--- config.mk ---
export PLATFORM = sky130hd
export DESIGN_NAME = tcss_controller
export DESIGN_NICKNAME = d
export VERILOG_FILES = /design/src/design/toroidal_chunk_slot_scheduler_defines.svh /design/src/design/tcss_pkg.sv /design/src/design/tcss_controller.sv
export SDC_FILE = /design/constraint.sdc
export NUM_CORES = 1
export LEC_CHECK = 0
export BUFFER_PORTS_ARGS = -buffer_cell sky130_fd_sc_hd__buf_2
export CAP_MARGIN = 10
export CORE_AREA = 3 3 40 42
export CTS_CLUSTER_DIAMETER = 200
export CTS_CLUSTER_SIZE = 10
export DETAILED_ROUTE_END_ITERATION = 16
export DIE_AREA = 0 0 43 45
export GPL_TIMING_DRIVEN = 0
export PLACE_DENSITY = 0.67
export SLEW_MARGIN = 10
export SYNTH_ARGS = -nofsm -noshare
export SYNTH_HDL_FRONTEND = slang
export SYNTH_SLANG_ARGS = --single-unit
--- constraint.sdc ---
create_clock -name clk -period 0.95 [get_ports clk]
set_input_delay 0.19 -clock clk [delete_from_list [all_inputs] [get_ports clk]]
set_output_delay 0.19 -clock clk [all_outputs]
set_load 0.01 [all_outputs]
--- src/design/toroidal_chunk_slot_scheduler_defines.svh ---
// Assertion macros shared by the chunk slot scheduler RTL.
`ifndef TOROIDAL_CHUNK_SLOT_SCHEDULER_DEFINES_SVH
`define TOROIDAL_CHUNK_SLOT_SCHEDULER_DEFINES_SVH

// Checked on clk, muted while rst_n is low.
`define TCSS_ASSERT(name, prop, msg) \
    name: assert property (@(posedge clk) disable iff (!rst_n) prop) else $error(msg);

// Checked on clk at every edge, reset included.
`define TCSS_ASSERT_ALWAYS(name, prop, msg) \
    name: assert property (@(posedge clk) prop) else $error(msg);

`endif

--- src/design/tcss_pkg.sv ---
// Types, constants and helpers of the chunk slot scheduler.
`default_nettype none

package tcss_pkg;

    localparam int COORD_WIDTH = 24;
    localparam int MAX_RADIUS  = 3;
    localparam int RAD_W       = 2;
    localparam int GRID_W      = $clog2(2 * MAX_RADIUS + 2);
    localparam int SLOT_W      = 6;
    localparam int CNT_W       = $clog2(COORD_WIDTH);
    localparam int N_LANE      = 5;
    localparam int SLOT_MAX    = (2 * MAX_RADIUS + 1) * (2 * MAX_RADIUS + 1) - 1;

    // Modulo lanes
    localparam int LANE_SX  = 0;
    localparam int LANE_SZ  = 1;
    localparam int LANE_OX  = 2;
    localparam int LANE_OZ  = 3;
    localparam int LANE_MIN = 4;

    // Output phase codes
    localparam logic [1:0] PH_INIT = 2'd0;
    localparam logic [1:0] PH_XS   = 2'd1;
    localparam logic [1:0] PH_ZS   = 2'd2;

    // Request operation codes
    localparam logic OP_INIT   = 1'b0;
    localparam logic OP_UPDATE = 1'b1;

    typedef logic signed [COORD_WIDTH-1:0] coord_t;
    typedef logic [GRID_W-1:0]             grid_t;
    typedef logic [RAD_W-1:0]              radius_t;
    typedef logic [SLOT_W-1:0]             slot_t;

    typedef struct packed {
        logic       load;
        logic       mod_step;
        logic       start_init;
        logic       start_x;
        logic       start_z;
        logic       step_i;
        logic       step_j;
        logic       row_reset;
        logic       emit;
        logic       last;
        logic [1:0] phase;
    } cmd_t;

    typedef struct packed {
        logic mod_done;
        logic op;
        logic xchg;
        logic zchg;
        logic row_end;
        logic col_end;
        logic can_emit;
    } stat_t;

    // Map register value to the effective radius: zero reads as one, clamp at the max.
    function automatic grid_t clamp_radius(radius_t r);
        grid_t rr;
        rr = GRID_W'(r);
        if (rr == '0)
            rr = GRID_W'(1);
        else if (rr > GRID_W'(MAX_RADIUS))
            rr = GRID_W'(MAX_RADIUS);
        return rr;
    endfunction

endpackage

`default_nettype wire

--- src/design/tcss_controller.sv ---
// Controller: sequences modulo setup, init sweep and update strips.
`default_nettype none

module tcss_controller import tcss_pkg::*;
(
    input  wire logic  clk,
    input  wire logic  rst_n,
    input  wire logic  item_valid,
    output logic       item_ready,
    input  wire stat_t stat,
    output cmd_t       cmd
);

    localparam logic [2:0] S_IDLE = 3'd0;
    localparam logic [2:0] S_MOD  = 3'd1;
    localparam logic [2:0] S_INIT = 3'd2;
    localparam logic [2:0] S_XS   = 3'd3;
    localparam logic [2:0] S_ZS   = 3'd4;

    logic [2:0] state_reg, state_next;

    always_comb
    begin
        state_next = state_reg;
        cmd        = '0;
        cmd.phase  = PH_INIT;
        item_ready = 1'b0;
        unique case (state_reg)
            S_IDLE:
            begin
                item_ready = 1'b1;
                if (item_valid)
                begin
                    cmd.load   = 1'b1;
                    state_next = S_MOD;
                end
            end
            S_MOD:
            begin
                if (!stat.mod_done)
                    cmd.mod_step = 1'b1;
                else if (stat.op == OP_INIT)
                begin
                    cmd.start_init = 1'b1;
                    state_next     = S_INIT;
                end
                else if (stat.xchg)
                begin
                    cmd.start_x = 1'b1;
                    state_next  = S_XS;
                end
                else if (stat.zchg)
                begin
                    cmd.start_z = 1'b1;
                    state_next  = S_ZS;
                end
                else
                    state_next = S_IDLE;
            end
            S_INIT:
            begin
                cmd.phase = PH_INIT;
                if (stat.can_emit)
                begin
                    cmd.emit = 1'b1;
                    cmd.last = stat.row_end && stat.col_end;
                    if (stat.row_end && stat.col_end)
                        state_next = S_IDLE;
                    else if (stat.row_end)
                    begin
                        cmd.row_reset = 1'b1;
                        cmd.step_j    = 1'b1;
                    end
                    else
                        cmd.step_i = 1'b1;
                end
            end
            S_XS:
            begin
                cmd.phase = PH_XS;
                if (stat.can_emit)
                begin
                    cmd.emit = 1'b1;
                    cmd.last = stat.col_end && !stat.zchg;
                    if (!stat.col_end)
                        cmd.step_j = 1'b1;
                    else if (stat.zchg)
                    begin
                        cmd.start_z = 1'b1;
                        state_next  = S_ZS;
                    end
                    else
                        state_next = S_IDLE;
                end
            end
            S_ZS:
            begin
                cmd.phase = PH_ZS;
                if (stat.can_emit)
                begin
                    cmd.emit = 1'b1;
                    cmd.last = stat.row_end;
                    if (stat.row_end)
                        state_next = S_IDLE;
                    else
                        cmd.step_i = 1'b1;
                end
            end
            default:
                state_next = S_IDLE;
        endcase
    end

    always_ff @(posedge clk or negedge rst_n)
    begin
        if (!rst_n)
            state_reg <= S_IDLE;
        else
            state_reg <= state_next;
    end

endmodule

`default_nettype wire

==> impl_metrics.py <==
metrics = {
    "pwr": {
        "power.total_mw": 1.76,
        "p_int_mw": 1.01,
        "powerDensity_nw_per_um2": 2490,
        "power_leakage_nw": 0.336,
        "switching_share_pct": 42.7,
        "pwr-share-comb_pct": 73.7,
        "peakVddDrop_mv": 1.47,
        "p_seq_share_pct": 13.5,
        "p_clk_share_pct": 12.7,
        "power.switching_mw": 0.753,
    },
    "min_path": {
        "hold_class": "primary input to async pin",
    },
    "worst_setup_path": {
        "critPathMaxStageDelay_ns": 0.42,
        "arrival_ns": 1.33,
        "startpoint_type": "flop",
        "cp-end-kind": "output port",
        "path_class": "flop to output port",
        "slowest_stage": "dfrtp_1",
        "path_delay_family": "flip-flops",
        "path_buf_inv": 1,
        "worstPathRequired_ns": 0.76,
        "worstPathMaxFanout": 5,
        "cp_cell_sequence": "nand4bb_1, a211oi_4, buf_2",
    },
    "finish": {
        "largest_reg_flops": 3,
        "diodes": 0,
        "final_cell_area_um2": 707,
        "fillers": 118,
        "seq_area_um2": 75.1,
        "multi_input_area_um2": 348,
        "syn2layout_area_growth_pct": 106,
        "drive_gt1_share_pct": 71.8,
        "nets": 89,
    },
    "global_route": {
        "overflow": 0,
        "antenna_found_initial": 0,
        "grt_pass1_vias": 421,
        "grt_max_degree": 11,
        "grt_pass1_wl_um": 1760,
        "grt_usage_pct": 11.8,
    },
    "timing": {
        "maxSlewViolCount": 0,
        "hold_ws_ns": 0.278,
        "setup_viol": 16,
        "min_period_ns": 1.52,
        "finalCritPeriodShare_pct": 160,
        "fmax_mhz": 658,
        "rsz0062_at_grt": "true",
        "maxSlewHeadroom_pct": 88.0,
        "final_hold_viol_count": 0,
        "worst_slew_pin_slew_ns": 0.179,
        "finalClockSkew_ns": 0.00718,
        "finalWorstSetupSlack_ns": -0.570,
    },
    "floorplan": {
        "fp-row-count": 13,
        "fp.dieH_um": 45,
        "ios": 23,
        "start_util_pct": 26.7,
        "dieArea_um2": 1940,
        "coreArea_um2": 1280,
        "die_w_um": 43,
    },
    "synthesis": {
        "netlist_instances": 43,
        "synth_area_per_cell_um2": 7.97,
        "ys_types": 27,
        "netlist_area_um2": 343,
        "synth-seq-cells": 3,
        "seq_area_frac_synth_pct": 21.9,
        "ys_warn_count": 0,
        "syn_nets": 53,
    },
    "drt": {
        "routedWlPerCell_um": 13.4,
        "vias": 465,
        "initialDrtViolationCount": 4,
        "drc_errors": 0,
        "ant_nets": 0,
        "drt-pass1-iter-count": 4,
        "drt-total-wl_um": 1240,
        "vias_per_cell": 5.00,
    },
    "status": {
        "violations": "setup timing",
        "status": "finished, violations left",
    },
    "placed_design": {
        "dp_hpwl_um": 746,
        "pre_cts_ws_ns": -0.336,
        "placed_area_um2": 549,
        "place.gp.congestion": 0.791,
        "port_buffers": 22,
    },
    "clock_network": {
        "htree_num_levels": 1,
        "cts.path.max_buffers": 2,
        "clock-sinks": 3,
        "cts_buffers": 3,
        "cts.clk_slew.worst_paths_ns": 0.04,
        "clk_latency_ns": 0.24,
        "cts_tree": "yes",
        "clockRootBuffer": "clkbuf_4",
    },
    "flow_run": {
        "maxCapViolCount": 0,
    },
}
-- cell families after synthesis --
| kind of cell | after synthesis | share of synthesized area (%) |
|---|---|---|
| AO/OA/AOI/OAI | 10 | 21.2 |
| buffers and inverters | 4 | 8.76 |
| flip-flops | 3 | 21.9 |
| AND/OR/NAND/NOR | 26 | 48.2 |
-- worst reg2reg max path, stage by stage (launching register included) --
cell     delay (ns)
dfrtp_1        0.42
buf_2          0.18
buf_4          0.14
a211o_1        0.25
a21oi_2        0.15
-- synthesized netlist by cell type --
| master | number | area (um2) |
|---|---|---|
| nand2_1 | 5 | 18.8 |
| a21oi_1 | 3 | 15.0 |
| dfrtp_1 | 3 | 75.1 |
| nor2_1 | 3 | 11.3 |
| and2_1 | 2 | 12.5 |
| buf_4 | 2 | 15.0 |
| nand2b_1 | 2 | 12.5 |
| nor2b_1 | 2 | 12.5 |
| nor3_1 | 2 | 10.0 |
| nor4_1 | 2 | 12.5 |
| a211o_1 | 1 | 8.76 |
| a211oi_2 | 1 | 12.5 |
| a21boi_0 | 1 | 7.51 |
| a21o_1 | 1 | 7.51 |
| buf_6 | 1 | 11.3 |
| inv_1 | 1 | 3.75 |
| nand2_2 | 1 | 6.26 |
| nand3_2 | 1 | 10.0 |
| nand4bb_1 | 1 | 11.3 |
| nor3_2 | 1 | 10.0 |
| nor3b_1 | 1 | 7.51 |
| nor4b_1 | 1 | 8.76 |
| nor4b_2 | 1 | 15.0 |
| o21a_1 | 1 | 7.51 |
| o21ai_1 | 1 | 5.00 |
| o2bb2ai_1 | 1 | 8.76 |
| or2_1 | 1 | 6.26 |
-- timing repair --
action,4_1_cts,5_1_grt
cloned,1,1
endpoints found under the setup margin,16,16
hold buffers,1,0
gates resized for setup,9,5
buffers inserted,4,2
hold endpoints to repair,3,0
pin swaps,8,4
-- stage by stage --
step	cells	utilization, %	TNS, ns
floorplan	43	-	-1.67
global placement	80	42.7	-3.01
detailed placement	80	42.7	-3.08
CTS	90	51.3	-6.42
global route	93	55.0	-7.61
finish	93	55.0	-6.80
-- layout by cell type (no fill, tap or decap), types with 2 or more instances in the layout --
| master | instances |
|---|---|
| clkbuf_4 | 3 |
| dfrtp_1 | 3 |
| a21oi_1 | 2 |
| buf_2 | 21 |
| buf_6 | 8 |
| nand2_1 | 5 |
| nor4_2 | 2 |
| and2_4 | 2 |
| buf_4 | 4 |
-- final timing paths --
path	startpoint	to	slack [ns]	cells past startpoint
max	state_reg[1]	cmd[7]	-0.57	3
min	rst_n	state_reg[1]	0.28	2
max reg2reg	state_reg[1]	state_reg[1]	-0.27	4
min reg2reg	state_reg[2]	state_reg[1]	0.69	3
max in group asynchronous	rst_n	state_reg[0]	0.56	2
min in group clk	stat[2]	state_reg[2]	0.30	3
-- final cells by class --
cell class | instances | share of cell area (%)
clock buffers | 4 | 3.72
plain buffers | 3 | 4.78
flip-flops and latches | 3 | 10.6
inverters | 1 | 0.531
repair buffers | 31 | 28.5
well taps | 15 | 2.65
multi-input cells | 36 | 49.2
-- routing by layer --
layer,up-vias,GRT usage [%],routed length (um),part of all wire (%)
met1,218,16.0,498,40
met3,0,1.99,113,9.1
met5,-,0,0,0
li1,224,-,-,-
met2,23,17.7,630,51
met4,0,7.23,0,0
-- power groups by stage --
stage	clock, mW	combinational (mW)	sequential, mW
after global placement	0	0.959	0.212
after detailed placement	0	0.962	0.214
final	0.225	1.30	0.238
after CTS	0.234	1.18	0.227
after global routing	0.239	1.38	0.243
after floorplan	0	0.743	0.206
No activity file was read; power rests on OpenSTA's default activity.
